===== config.mk =====
export PLATFORM = sky130hd
export DESIGN_NAME = kti_ram
export DESIGN_NICKNAME = d
export VERILOG_FILES = /design/src/hw/rtl/kti_ram.sv
export SDC_FILE = /design/constraint.sdc
export NUM_CORES = 2
export LEC_CHECK = 0
export ABC_AREA = 0
export BUFFER_PORTS_ARGS = -buffer_cell sky130_fd_sc_hd__buf_4
export CORE_ASPECT_RATIO = 0.6
export CORE_MARGIN = 3
export CORE_UTILIZATION = 35
export DETAILED_ROUTE_END_ITERATION = 7
export PLACE_DENSITY = 0.46
export SYNTH_ARGS = -nofsm -noshare
export SYNTH_HDL_FRONTEND = slang
export SYNTH_SLANG_ARGS = --single-unit

===== constraint.sdc =====
create_clock -name clk -period 4.3 [get_ports clk]
set_input_delay 0.215 -clock clk [delete_from_list [all_inputs] [get_ports clk]]
set_output_delay 0.215 -clock clk [all_outputs]
set_load 0.01 [all_outputs]

===== src/hw/rtl/kti_ram.sv =====
`timescale 1ns / 1ps
// Generic simple dual-port RAM with one write port and a registered read port.
module kti_ram #(
    parameter int WIDTH = 32,
    parameter int DEPTH = 64
) (
    input  logic                     clk,
    input  logic                     we,
    input  logic [$clog2(DEPTH)-1:0] waddr,
    input  logic [WIDTH-1:0]         wdata,
    input  logic [$clog2(DEPTH)-1:0] raddr,
    output logic [WIDTH-1:0]         rdata
);

    logic [WIDTH-1:0] mem [DEPTH];
    logic [WIDTH-1:0] rdata_reg;

    always_ff @(posedge clk)
    begin
        if (we)
        begin
            mem[waddr] <= wdata;
        end
        rdata_reg <= mem[raddr];
    end

    assign rdata = rdata_reg;

endmodule


After elaboration in Yosys (flattened, before gate mapping)
Memory sizes are Yosys's and may differ from the RTL's. A register that Yosys moved wholly into a read port is not among the register bits.
Index checks and enable logic that the tools add are counted.
Word-level totals
  ROM bits: 0
  flip-flop bits (word level): 0
  memories: 1
  latch bits: 0
  input bits: 46
  logic and storage cells: 3
  memory bits (writable): 2048
Memories
  mem: words 64, bits a word 32, rd ports 1, clocked after memory_dff 1, wr ports 1, RTL line 15  | logic [WIDTH-1:0] mem [DEPTH];
Operators by class
  multipliers: 0
  multiplexer cells: 2
  shift operators: 0
  div/mod/pow operators: 0
  bitwise logic cells: 0
  $lt $le $gt $ge: 0
  reduce and logical (&&, ||, !) cells: 0
  add/sub/neg operators: 0
  equal/unequal tests: 0
Operators with widths (count)
  $mux 1: 2

Depth between registers and ports, before layout
  depth after elaboration: 2
  gate-level depth with buffers: 10
  depth with buffers taken out: 5

Worst setup path after synthesis
No wires, ideal clock.
  kind: in2reg
  start: input waddr[3]
  end: memory mem[48][0] (enable)
  data required time: 3839 ps
  path buffers: 1
  data arrival time: 2914 ps
  stages: 4
  setup slack: 925 ps
  path through: clkbuf_1 -> nor2b_1 -> nand4b_1 -> nor3_1
RTL lines
  from (decl): RTL line 9  | input logic [$clog2(DEPTH)-1:0] waddr,
  to (decl): RTL line 15
Straight into the memory's write port.

==> flow_summary_export.csv <==
group,metric,value,unit
outcome,outcome,"finished clean",
critical_path,worstSetupEndpointType,"flip-flop",
routing,drt_wl_total,235000,um
floorplanning,fp.dieH,373,um
critical_path,path_common_cell,"a21oi_1",
routing,routedWlPerCell,34.8,um
sta,timing.final.crit_share,0.574,
logic_synthesis,synth_edf_count,2048,
sta,slew-limit-headroom,0.237,
logic_synthesis,ys.flop_type,"edfxtp_1",
cts,clockBufferDepth,4,
run,cap_violations,0,
global_routing,antenna_found_initial,14,
critical_path,crit_type,"in -> reg",
floorplanning,boundaryPins,78,
sta,finalMaxSlewViolations,0,
global_routing,grt_pass1_wl,323000,um
logic_synthesis,ys_warn_count,0,
logic_synthesis,synth_most_common_cell,"edfxtp_1",
min_path,hp-class,"in -> reg",
routing,drc,0,
place,port_buffers,77,
routing,via_count,37570,
power_and_ir_drop,internal_power,32.9,mW
final_layout,regArea,62100,um2
critical_path,cp_max_fo,26,
sta,fmax,0.405,GHz
floorplanning,initial_core_util,0.355,
power_and_ir_drop,clockPowerShare,0.409,
power_and_ir_drop,power_frac_seq,0.537,
power_and_ir_drop,ir_drop,0.000338,V
power_and_ir_drop,power.net_switching,9.08,mW
logic_synthesis,async_flop_share,0,
cts,clk_pin_slew,70,ps
global_routing,grt_pass1_vias,36783,
final_layout,drive_gt1_frac,0.301,
logic_synthesis,yosysSeqAreaShare,0.791,
logic_synthesis,synth_area_per_cell,23.6,um2
floorplanning,dieArea,230000,um2
floorplanning,fp.coreArea,221000,um2
critical_path,cp.arrival,3220,ps
critical_path,r2r-start,"mem[27][13]$_DFFE_PP_",
sta,setup_viol,0,
critical_path,worst_r2r_path_depth,4,
critical_path,required,5050,ps
critical_path,worstSetupEndpoint,"rdata[15]$_DFF_P_",
sta,setup_tns,0,ps
final_layout,largest_reg_flops,2048,
cts,clock_sinks,2080,
logic_synthesis,yosys.area.top_type,"edfxtp_1",
logic_synthesis,synth_nets,3370,
cts,post_cts_buffers,0,
critical_path,cp_slowest_cell,"nand2_2",
cts,cts_tree,"built",
final_layout,area_growth,15.7,%
logic_synthesis,yosys_register_bits,2080,
global_routing,grt_max_degree,65,
final_layout,final_cell_area,90900,um2
logic_synthesis,synth_area_leaders,"edfxtp_1 78%, mux4_2 16%, mux2i_1 1.2%",
sta,worstMarginPinSlew,1140,ps
logic_synthesis,ys_top_cells_by_count,"2048 x edfxtp_1, 544 x mux4_2, 137 x nor2_1, 93 x mux2i_1, 84 x o22ai_1",
critical_path,startpoint,"raddr[4]",
cts,clk-insertion-delay-late,840,ps
logic_synthesis,syn_area,78500,um2
final_layout,nets,3673,
place,gp_congestion,0.763,
cts,htreeDepth,4,
critical_path,worst-r2r-setup-slack,1970,ps
routing,viasPerCell,5.57,
cts,root_buffer,"clkbuf_16",
final_layout,multi_input_area,16000,um2
power_and_ir_drop,p_leak,28.0,nW
floorplanning,die_w,617,um
logic_synthesis,synth_cell_type_count,34,
global_routing,grt_remaining_overflow,0,
logic_synthesis,netlist_instances,3324,
routing,drt-pass1-iter-count,6,
critical_path,cpPeakStageDelay,770,ps
final_layout,fill_cells,19277,
routing,drt_iter0_drc,4713,
power_and_ir_drop,power_density,462,nW/um2
sta,rsz0062_at_grt,"false",
min_path,min_from,"waddr[2]",
routing,ant_nets,0,
critical_path,worstPathCellList,"dlygate4sd3_1 -> buf_4 -> nand2_2 -> o221ai_1 -> a21oi_1 -> a21oi_1 -> nor2_1",
place,placed_area,84400,um2
critical_path,start_kind,"input port",
logic_synthesis,synth_top_cell_area_share,0.783,
power_and_ir_drop,combPwrFrac,0.054,
cts,numCtsBuffers,194,
sta,fin_crit,2470,ps
sta,skew,34.2,ps
critical_path,r2r-end,"rdata[13]$_DFF_P_",
global_routing,grt_usage,0.202,
power_and_ir_drop,p_sw_frac,0.216,
floorplanning,rows,133,
sta,hold_viol,0,
place,dp_hpwl,137000,um
## placed cells by master (no fill, tap or decap), drive strengths merged, types with 33 or more instances in the layout
cell / count
a21oi: 62
buf: 256
clkbuf: 249
clkinv: 68
dlygate4sd3: 33
edfxtp: 2048
mux2i: 93
mux4: 544
nor2: 137
o22ai: 84
## metrics by stage
stage               power [mW]  hold WS, ps  setup slack [ps]  cells  utilization
floorplan                 24.0          314               925   3324            -
global placement          25.3          640               952   6368        0.382
detailed placement        25.3          643               977   6368        0.382
CTS                       42.4         10.4              1870   6746        0.411
global route              43.4         48.7              1850   6746        0.411
finish                    42.0         76.4              1830   6749        0.411
## routing by layer
layer	vias up	wire [um]	GRT usage
met2	1421	98900	0.278
met4	2	3110	0.0304
met3	218	16100	0.0357
li1	14880	-	-
met5	-	13	0
met1	21049	117000	0.337
## worst min path at each step
stage                      endpoint  slack (ps)  depth (start not counted)
3_5_place_dp              rdata[23]         640                          1
3_3_place_gp              rdata[23]         640                          1
4_1_cts        mem[55][3]$_DFFE_PP_          10                          3
2_1_floorplan   mem[0][0]$_DFFE_PP_         310                          0
5_1_grt        mem[55][8]$_DFFE_PP_          50                          3
6_report       mem[55][3]$_DFFE_PP_          80                          3
## worst max-delay path, delay by kind of cell
kind	cells	cell delay, ps
buf+inv	2	790
simple gates	2	890
compound gates	3	1230
## cell type report
| class | instances | share of cell area |
|---|---|---|
| clock inverters | 96 | 0.0103 |
| multi-input cells | 1062 | 0.176 |
| clock buffers | 249 | 0.0575 |
| flip-flops and latches | 2080 | 0.684 |
| repair buffers | 289 | 0.0317 |
| well taps | 2970 | 0.0409 |
| diodes | 3 | 0.0000826 |
## kinds of logic (layout without fill, tap and decap cells)
logic type      Yosys count  after routing  share of synthesized area
flops                  2080           2080                      0.791
mux                     637            637                      0.168
simple gates            223            223                     0.0127
compound gates          202            202                     0.0167
buf+inv                 182            634                     0.0113
other cells               0              3                          0
## power groups by stage
stage               clock [mW]  combinational (mW)  sequential, mW
finish                    17.2                2.25            22.6
global route              18.5                2.39            22.6
CTS                       17.6                2.30            22.6
detailed placement           0                2.26            23.0
global placement             0                2.26            23.0
floorplan                    0                1.09            22.9
## timing repair
item                                   4_1_cts  5_1_grt
resized for setup                            0        0
endpoints found under the hold margin     1854        0
hold buffers                                33        0
Power figures use the tool's default switching activity.
